$ cat config.mk
export PLATFORM = sky130hd
export DESIGN_NAME = signed_int_to_decimal_ascii_top_flat
export DESIGN_NICKNAME = d
export VERILOG_FILES = /design/src/rtl/sitda_pkg.sv /design/src/rtl/sitda_in_if.sv /design/src/rtl/sitda_out_if.sv /design/src/rtl/signed_int_to_decimal_ascii_top.sv /design/src/flat_wrapper.sv
export SDC_FILE = /design/constraint.sdc
export NUM_CORES = 1
export LEC_CHECK = 0
export ABC_AREA = 1
export BUFFER_PORTS_ARGS = -buffer_cell sky130_fd_sc_hd__buf_2
export CAP_MARGIN = 5
export CORE_UTILIZATION = 30
export DETAILED_ROUTE_END_ITERATION = 7
export GPL_ROUTABILITY_DRIVEN = 0
export PLACE_DENSITY = 0.58
export SLEW_MARGIN = 10
export SYNTH_ARGS = -nofsm -noshare
export SYNTH_HDL_FRONTEND = slang
export SYNTH_SLANG_ARGS = --single-unit
$ cat constraint.sdc
create_clock -name clk -period 4.2 [get_ports clk]
set_clock_uncertainty 0.15 [all_clocks]
set_input_delay 0 -clock clk [delete_from_list [all_inputs] [get_ports clk]]
set_output_delay 0 -clock clk [all_outputs]
set_load 0.1 [all_outputs]
$ cat src/rtl/sitda_pkg.sv
package sitda_pkg;

  localparam int unsigned VALUE_W    = 32;
  localparam int unsigned CHAR_W     = 7;
  localparam int unsigned NUM_DIGITS = 10;
  localparam int unsigned BCD_W      = 4 * NUM_DIGITS;
  localparam int unsigned DCNT_W     = $clog2(NUM_DIGITS + 1);
  localparam int unsigned BCNT_W     = $clog2(VALUE_W);

  localparam logic [CHAR_W-1:0] CHAR_ZERO  = 7'd48;
  localparam logic [CHAR_W-1:0] CHAR_NINE  = 7'd57;
  localparam logic [CHAR_W-1:0] CHAR_MINUS = 7'd45;

  function automatic logic [BCD_W-1:0] dabble(input logic [BCD_W-1:0] bcd);
    logic [BCD_W-1:0] res;
    res = bcd;
    for (int i = 0; i < NUM_DIGITS; i++) begin
      if (bcd[4*i +: 4] >= 4'd5) begin
        res[4*i +: 4] = bcd[4*i +: 4] + 4'd3;
      end
    end
    return res;
  endfunction

endpackage

$ cat src/rtl/sitda_in_if.sv
interface sitda_in_if;
  logic                               valid;
  logic                               ready;
  logic signed [sitda_pkg::VALUE_W-1:0] value;

  modport source (output valid, output value, input ready);
  modport sink   (input valid, input value, output ready);
endinterface

$ cat src/rtl/sitda_out_if.sv
interface sitda_out_if;
  logic                          valid;
  logic                          ready;
  logic [sitda_pkg::CHAR_W-1:0]  character;
  logic                          last;

  modport source (output valid, output character, output last, input ready);
  modport sink   (input valid, input character, input last, output ready);
endinterface

$ cat src/rtl/signed_int_to_decimal_ascii_top.sv
// Input is taken only in the idle state, so a new number is accepted only after
//   the last digit of the previous one has entered the output stage. Conversion is
//   a bit-serial double-dabble pass over the 32 input bits; then leading zero
//   digits are skipped and the minus sign and the digits are emitted.
// Characters leave a registered output stage one per cycle while ready is high.
// Reset: synchronous, active low; clears the state machine and output valid.
module signed_int_to_decimal_ascii_top (
  input  logic              clk,
  input  logic              rst_n,
  sitda_in_if.sink          in_if,
  sitda_out_if.source       out_if
);

  typedef enum logic [1:0] {
    ST_IDLE,
    ST_CONV,
    ST_SKIP,
    ST_EMIT
  } state_t;

  state_t                            state_r, state_nxt;
  logic                              neg_r, neg_nxt;
  logic [sitda_pkg::VALUE_W-1:0]     mag_r, mag_nxt;
  logic [sitda_pkg::BCD_W-1:0]       bcd_r, bcd_nxt;
  logic [sitda_pkg::BCNT_W-1:0]      bcnt_r, bcnt_nxt;
  logic [sitda_pkg::DCNT_W-1:0]      dcnt_r, dcnt_nxt;
  logic                              out_valid_r, out_valid_nxt;
  logic [sitda_pkg::CHAR_W-1:0]      out_char_r, out_char_nxt;
  logic                              out_last_r, out_last_nxt;

  logic                              in_accept;
  logic                              slot_free;
  logic [3:0]                        top_digit;
  logic [sitda_pkg::BCD_W-1:0]       bcd_adj;

  assign in_if.ready      = (state_r == ST_IDLE);
  assign in_accept        = in_if.valid && in_if.ready;
  assign slot_free        = !out_valid_r || out_if.ready;
  assign top_digit        = bcd_r[sitda_pkg::BCD_W-1 -: 4];
  assign bcd_adj          = sitda_pkg::dabble(bcd_r);

  assign out_if.valid     = out_valid_r;
  assign out_if.character = out_char_r;
  assign out_if.last      = out_last_r;

  always_comb begin
    state_nxt     = state_r;
    neg_nxt       = neg_r;
    mag_nxt       = mag_r;
    bcd_nxt       = bcd_r;
    bcnt_nxt      = bcnt_r;
    dcnt_nxt      = dcnt_r;
    out_valid_nxt = out_valid_r && !out_if.ready;
    out_char_nxt  = out_char_r;
    out_last_nxt  = out_last_r;
    case (state_r)
      ST_IDLE: begin
        if (in_accept) begin
          neg_nxt   = in_if.value[sitda_pkg::VALUE_W-1];
          mag_nxt   = in_if.value[sitda_pkg::VALUE_W-1] ?
                      (~in_if.value + 1'b1) : in_if.value;
          bcd_nxt   = '0;
          bcnt_nxt  = '0;
          state_nxt = ST_CONV;
        end
      end
      ST_CONV: begin
        bcd_nxt  = {bcd_adj[sitda_pkg::BCD_W-2:0], mag_r[sitda_pkg::VALUE_W-1]};
        mag_nxt  = {mag_r[sitda_pkg::VALUE_W-2:0], 1'b0};
        bcnt_nxt = bcnt_r + 1'b1;
        if (bcnt_r == sitda_pkg::BCNT_W'(sitda_pkg::VALUE_W - 1)) begin
          dcnt_nxt  = sitda_pkg::DCNT_W'(sitda_pkg::NUM_DIGITS);
          state_nxt = ST_SKIP;
        end
      end
      ST_SKIP: begin
        if ((top_digit == 4'd0) && (dcnt_r > sitda_pkg::DCNT_W'(1))) begin
          bcd_nxt  = {bcd_r[sitda_pkg::BCD_W-5:0], 4'd0};
          dcnt_nxt = dcnt_r - 1'b1;
        end else if (neg_r) begin
          if (slot_free) begin
            out_valid_nxt = 1'b1;
            out_char_nxt  = sitda_pkg::CHAR_MINUS;
            out_last_nxt  = 1'b0;
            neg_nxt       = 1'b0;
            state_nxt     = ST_EMIT;
          end
        end else begin
          state_nxt = ST_EMIT;
        end
      end
      ST_EMIT: begin
        if (slot_free) begin
          out_valid_nxt = 1'b1;
          out_char_nxt  = sitda_pkg::CHAR_ZERO + {3'd0, top_digit};
          out_last_nxt  = (dcnt_r == sitda_pkg::DCNT_W'(1));
          bcd_nxt       = {bcd_r[sitda_pkg::BCD_W-5:0], 4'd0};
          dcnt_nxt      = dcnt_r - 1'b1;
          if (dcnt_r == sitda_pkg::DCNT_W'(1)) begin
            state_nxt = ST_IDLE;
          end
        end
      end
      default: begin
        state_nxt = ST_IDLE;
      end
    endcase
  end

  always_ff @(posedge clk) begin
    neg_r      <= neg_nxt;
    mag_r      <= mag_nxt;
    bcd_r      <= bcd_nxt;
    bcnt_r     <= bcnt_nxt;
    dcnt_r     <= dcnt_nxt;
    out_char_r <= out_char_nxt;
    out_last_r <= out_last_nxt;
    if (!rst_n) begin
      state_r     <= ST_IDLE;
      out_valid_r <= 1'b0;
    end else begin
      state_r     <= state_nxt;
      out_valid_r <= out_valid_nxt;
    end
  end

`ifndef SYNTHESIS
  a_accept_starts_conv: assert property (@(posedge clk) disable iff (!rst_n)
    in_accept |=> (state_r == ST_CONV))
    else $error("conversion did not start after input transaction");

  a_last_returns_idle: assert property (@(posedge clk) disable iff (!rst_n)
    ((state_r == ST_EMIT) && slot_free && (dcnt_r == sitda_pkg::DCNT_W'(1)))
    |=> ((state_r == ST_IDLE) && out_valid_r && out_last_r))
    else $error("final digit not flagged or state not idle");

  a_digits_left: assert property (@(posedge clk) disable iff (!rst_n)
    ((state_r == ST_SKIP) || (state_r == ST_EMIT)) |-> (dcnt_r != '0))
    else $error("digit count empty while emitting");

  a_char_range: assert property (@(posedge clk) disable iff (!rst_n)
    out_valid_r |-> ((out_char_r == sitda_pkg::CHAR_MINUS) ||
                     ((out_char_r >= sitda_pkg::CHAR_ZERO) &&
                      (out_char_r <= sitda_pkg::CHAR_NINE))))
    else $error("character outside minus and digits");

  a_minus_not_last: assert property (@(posedge clk) disable iff (!rst_n)
    (out_valid_r && (out_char_r == sitda_pkg::CHAR_MINUS)) |-> !out_last_r)
    else $error("minus sign flagged as last");
`endif

endmodule
$ cat src/flat_wrapper.sv
// flat-port wrapper written by rule: the top's interface ports become plain ports
module signed_int_to_decimal_ascii_top_flat 
  (clk, rst_n, in_if_valid, in_if_value, in_if_ready, out_if_valid, out_if_character, out_if_last, out_if_ready);
  sitda_in_if in_if_i ();
  sitda_out_if out_if_i ();
  input  logic clk;
  input  logic rst_n;
  input wire logic [$bits(in_if_i.valid)-1:0] in_if_valid;
  input wire logic [$bits(in_if_i.value)-1:0] in_if_value;
  output wire logic [$bits(in_if_i.ready)-1:0] in_if_ready;
  output wire logic [$bits(out_if_i.valid)-1:0] out_if_valid;
  output wire logic [$bits(out_if_i.character)-1:0] out_if_character;
  output wire logic [$bits(out_if_i.last)-1:0] out_if_last;
  input wire logic [$bits(out_if_i.ready)-1:0] out_if_ready;
  assign in_if_i.valid = in_if_valid;
  assign in_if_i.value = in_if_value;
  assign in_if_ready = in_if_i.ready;
  assign out_if_valid = out_if_i.valid;
  assign out_if_character = out_if_i.character;
  assign out_if_last = out_if_i.last;
  assign out_if_i.ready = out_if_ready;
  signed_int_to_decimal_ascii_top u_core (.clk(clk), .rst_n(rst_n), .in_if(in_if_i), .out_if(out_if_i));
endmodule
* Word-level counts from Yosys, hierarchy flattened
Index checks and enable logic that the tools add are counted.
** Word-level totals
- Output and inout port bits :: 10
- Word-level logic and storage cells :: 117
- Input bits :: 36
- Register bits after elaboration :: 93
** Cells by class
- Reductions and logical operators :: 18
- Add/sub/neg operators :: 14
- Bitwise gates (word level) :: 1
- Multiplexer cells :: 50
- Eq/ne operators :: 14
- Magnitude comparators :: 11
** Operators by type and width (number)
- 40-bit one-hot mux with 4 select lines :: 1
- 40-bit 2-to-1 mux :: 3
- 32-bit 2-to-1 mux :: 2
- 32-bit one-hot mux with 2 select lines :: 1
- 4-bit 2-to-1 mux :: 12
- 4-bit by 3-bit >= comparator with 1-bit output (second input constant) :: 10
- 4-bit by 2-bit adder with 4-bit output (second input constant) :: 9
- 32-bit by 1-bit adder with 32-bit output (second input constant) :: 1
- 32-bit inverter :: 1
- 7-bit 2-to-1 mux :: 4
- 2-bit 2-to-1 mux :: 7
- 7-bit one-hot mux with 2 select lines :: 1
- 2-bit by 1-bit != test with 1-bit output (second input constant) :: 6
- 4-bit one-hot mux with 3 select lines :: 1
- 1-bit 2-to-1 mux :: 11
- 5-bit one-hot mux with 2 select lines :: 1
- 2-bit one-hot mux with 4 select lines :: 1
- 6-bit by 4-bit adder with 7-bit output (first input constant) :: 1
- 1-bit one-hot mux with 2 select lines :: 3
- 3-bit AND reduction :: 2
- 6-bit AND reduction :: 1
- 2-bit nonzero test :: 3
- 5-bit by 1-bit adder with 5-bit output (second input constant) :: 1
- 5-bit equality test (second input constant) :: 1
- other kinds (19) :: 24

* Logic depth before layout (Yosys ltp)
- Depth in word-level cells :: 6
- Mapped depth :: 10
- Gate-level depth less buffers :: 10

* Worst setup path before layout
OpenSTA, ideal clock, no wires.
- Path kind :: register to register
- Start :: register u_core.state_r[0]
- End :: register u_core.bcnt_r[0] (netlist name) (enable)
- Library setup time :: 0.444 ns
- Arrival :: 3.238 ns
- Slack :: 0.369 ns
- Data required time :: 3.606 ns
- Stages on the path, launching flop included :: 5
- Path buffers :: 0
- Period minus slack after synthesis :: 3.831 ns
- Cells stage by stage :: dfxtp_1 inv_1 ha_1 inv_1 a21oi_1
** Between the ends
- Longest elaborated chain between the ends :: 4
- Elaborated cells between the ends (all ways) :: 6
- Classes of those cells :: eq/ne (2); reduce/logical (4)
** RTL lines
- from (decl) :: line signed_int_to_decimal_ascii_top.sv:21 : state_t state_r, state_nxt;
- from (signal assigned) :: line signed_int_to_decimal_ascii_top.sv:122 : state_r <= state_nxt;
- 2-bit logical NOT (*) :: line signed_int_to_decimal_ascii_top.sv:36 : assign in_if.ready = (state_r == ST_IDLE);
- via in_if_ready :: line flat_wrapper.sv:10 : output wire logic [$bits(in_if_i.ready)-1:0] in_if_ready;
- 1-bit logical AND :: line signed_int_to_decimal_ascii_top.sv:37 : assign in_accept = in_if.valid && in_if.ready;
- 2-bit != test (no line)
- 2-bit AND reduction (no line) (*)
- to (signal assigned) :: line signed_int_to_decimal_ascii_top.sv:114 : bcnt_r <= bcnt_nxt;
- to (decl) :: line signed_int_to_decimal_ascii_top.sv:25 : logic [sitda_pkg::BCNT_W-1:0] bcnt_r, bcnt_nxt;
Mark *: on every way through the listed nets, which the timed path passes. The rest lies on a longest branch.
A chain may end at the register's enable or synchronous reset.

* Final worst setup path
- Start :: register u_core.state_r[1]
- End :: register u_core.bcd_r[32] (netlist name) (data pin)
** Between the ends
- Longest elaborated chain between the ends :: 2
- Elaborated cells between the ends (all ways) :: 5
- Classes of those cells :: eq/ne (3); mux (1); reduce/logical (1)
** RTL lines
- 2-bit equality test (tied with other cells) :: line signed_int_to_decimal_ascii_top.sv:56 : case (state_r)
- 40-bit one-hot mux with 4 select lines (*) :: line signed_int_to_decimal_ascii_top.sv:56
- via u_core.bcd_nxt, one bit :: line signed_int_to_decimal_ascii_top.sv:24 : logic [sitda_pkg::BCD_W-1:0] bcd_r, bcd_nxt;
- to (signal assigned) :: line signed_int_to_decimal_ascii_top.sv:113 : bcd_r <= bcd_nxt;
- to (decl) :: line signed_int_to_decimal_ascii_top.sv:24
Marks and branches as above.

==> impl_metrics.tcl <==
set metrics [dict create \
    grt.total_usage_pct 13.6 \
    met2_usage_pct 20.9 \
    p_leak_nw 2.85 \
    synth_nets 758 \
    syn_area_um2 5830 \
    use_met1_pct 19.0 \
    ant_nets 0 \
    drtIter0Drc 290 \
    synthMuxAreaShare_pct 0 \
    finalHoldViolations 0 \
    grt_first_pass_wirelength_um 21800 \
    clk_pin_slew_ps 60 \
    vias 4715 \
    grt_use_met3_pct 3.00 \
    crit_fanout 36 \
    grt_max_degree 37 \
    async_reset_ff_share_pct 0 \
    overflow 0 \
    yosysUniqueCellTypes 38 \
    regToRegStartpoint "u_core.state_r[1]" \
    crit_path_start_kind "flip-flop" \
    busiest_layer "met2" \
    synth_cells 692 \
    seq_area_um2 2700 \
    post_drt_wl_per_cell_um 12.4 \
    hold_start "in_if_value[20]" \
    clk_latency_ps 340 \
    cts_tree "done" \
    synth_top_flop_cell "edfxtp_1" \
    synth-simple-area-share_pct 22.1 \
    fin_nets 830 \
    synth.avg_cell_area_um2 8.42 \
    rsz0062_at_grt "false" \
    cts_resized 0 \
    synth_top_area_share_pct 45.3 \
    seq_area_frac_synth_pct 46.4 \
    yosysWarnings 0 \
    setup_viol 0 \
    dieArea_um2 20000 \
    antenna_found_initial 0 \
    synth_top_area_cell "edfxtp_1" \
    htree_levels 3 \
    ir_worst_vdd_uv 269 \
    final_core_util_pct 36.5 \
    worstMarginPinSlew_ps 889 \
    ys_ff_latch 91 \
    fin_crit_ps 2840 \
    cp.required_ps 4250 \
    boundaryPins 46 \
    ys_top_cells_by_area "edfxtp_1 (45%), nand2_1 (8.6%), ha_1 (6.4%)" \
    drc 0 \
    core.rowCount 50 \
    cts_buffer_depth 2 \
    report.final.slew_viol_count 0 \
    die_x_um 141 \
    finalCritPeriodShare_pct 67.7 \
    core_area_um2 18900 \
    io_buffers 43 \
    fill_cells 1985 \
    max_cap_violations 0 \
    max_freq_mhz 352 \
    path_class "flip-flop to flip-flop" \
    synthAdderAreaFrac_pct 6.44 \
    cp-startpoint "u_core.state_r[1]" \
    multi_input_area_um2 2670 \
    area_growth_pct 18.1 \
    ff2ff_setup_slack_ps 1360 \
    antenna_cells 0 \
    cts.sinks 91 \
    fin_setup_tns_ps 0 \
    routed_wl_um 12800 \
    dp_hpwl_um 8920 \
    dieHeight_um 141 \
    grt_pass1_vias 4487 \
    synth-compound-area-share_pct 14.9 \
    outcome "complete, no violations" \
    ctsRootBufferMaster "clkbuf_16" \
    synth_edf_count 88 \
    min_path_type "input port to flip-flop" \
    critPathArrivalTime_ps 2890 \
    end_kind "flip-flop" \
    synth_top_family_by_area "simple AND/OR/NAND/NOR gates" \
    firstDrtPassIters 5 \
    p_per_area_nw_per_um2 667 \
    cts_made_buffers 9 \
    vias_per_cell 4.58 \
    synth_xor_area_share_pct 1.80 \
    start_util_pct 30.9 \
    slew_headroom_pct 40.4 \
    final_layout_size_suffix_gt1_share_pct 12.6 \
]
==> layout by cell type (no fill, tap or decap), drive strengths merged, types with 2 or more instances in the layout <==
cell type    count
clkinv           4
ha              30
o21ai           72
nor2           104
a211oi           2
o32ai           13
conb             2
and2             2
dlygate4sd3     33
dfxtp            3
a21oi           28
o211ai           4
nand4           11
edfxtp          88
clkbuf          12
buf             48
or2              9
a31oi            4
xnor2            3
inv             95
xor2             9
nand3           40
o22ai           14
nand2          134
==> registers in the layout, summed over array words and instances, names as in the netlist <==
register and cells:
u_core.out_if.last 1, u_core.dcnt_r 4, u_core.state_r 2, u_core.out_if.valid 1, u_core.bcnt_r 5, u_core.mag_r 32
u_core.neg_r 1, u_core.bcd_r 40, u_core.out_if.character 5
==> cell type report <==
class                      instances  area share (%)
clock inverter                     4           0.254
inverter                          95            5.18
timing repair buffer              81            8.47
multi-input combinational        486            38.7
sequential                        91            39.2
tap                              260            4.72
clock buffer                      12            3.43
==> Yosys cell counts, types with 2 or more instances <==
cell / count
o32ai_1: 13
a21oi_1: 28
a211oi_1: 2
conb_1: 2
o21ai_1: 8
dfxtp_1: 3
nand3_1: 40
nand4_1: 11
a31oi_1: 4
nor2_1: 94
edfxtp_1: 88
clkbuf_1: 6
and2_1: 2
inv_2: 3
nand2_1: 133
nor2_2: 8
xnor2_1: 3
xor2_1: 9
o22ai_1: 2
buf_6: 4
o21ai_0: 62
buf_4: 3
o21ai_2: 2
nor2_4: 2
inv_1: 92
o22ai_2: 12
o211ai_1: 4
buf_2: 6
ha_1: 30
or2_2: 8
==> final timing paths <==
| check | endpoint | cells after the start |
|---|---|---|
| max | u_core.bcd_r[32] | 9 |
| min | u_core.mag_r[20] | 4 |
| max reg2reg | u_core.bcd_r[32] | 9 |
| min reg2reg | u_core.mag_r[21] | 2 |
==> metal layers <==
metal  part of all wire [%]  wire length (um)
met5                      0                 0
met4                    1.3               170
met3                    3.8               485
met2                     44              5650
met1                     51              6500
==> logic make-up after synthesis <==
family,Yosys count
AOI/OAI and AO/OA,139
and+or+nand+nor,303
xor gates and xnor gates,12
DFF,91
other,2
adders and majority gates,30
buffers and inverters,115
==> repair_timing <==
action / CTS / global route
hold buffers: 33 / 0
endpoints found under the hold margin: 36 / 0
buffers inserted: 0 / 0
==> power breakdown <==
group	switching [W]	internal [W]	leakage, nW
combinational	0.00140	0.000583	1.82
clock	0.000325	0.000396	0.125
sequential	0.000237	0.00165	0.907
==> per-stage QoR <==
step	total power, W	std cells	hold slack [ps]	cell area, um^2	setup slack (ps)
final	0.00459	1029	17.2	6890	1360
after global routing	0.00499	1029	67.4	6890	1030
after CTS	0.00463	1029	2.30	6890	1320
after detailed placement	0.00387	980	124	6300	1340
after global placement	0.00385	980	123	6300	1390
after floorplan	0.00339	692	-18.6	5830	369
==> critical path, stage by stage, from the launching register on <==
cell	delay [ps]
dfxtp_1	330
inv_1	100
ha_1	140
buf_4	330
inv_2	120
nor2_2	680
inv_2	360
a21oi_1	210
o311ai_0	180
o21ai_2	80
Power figures use the tool's default switching activity.
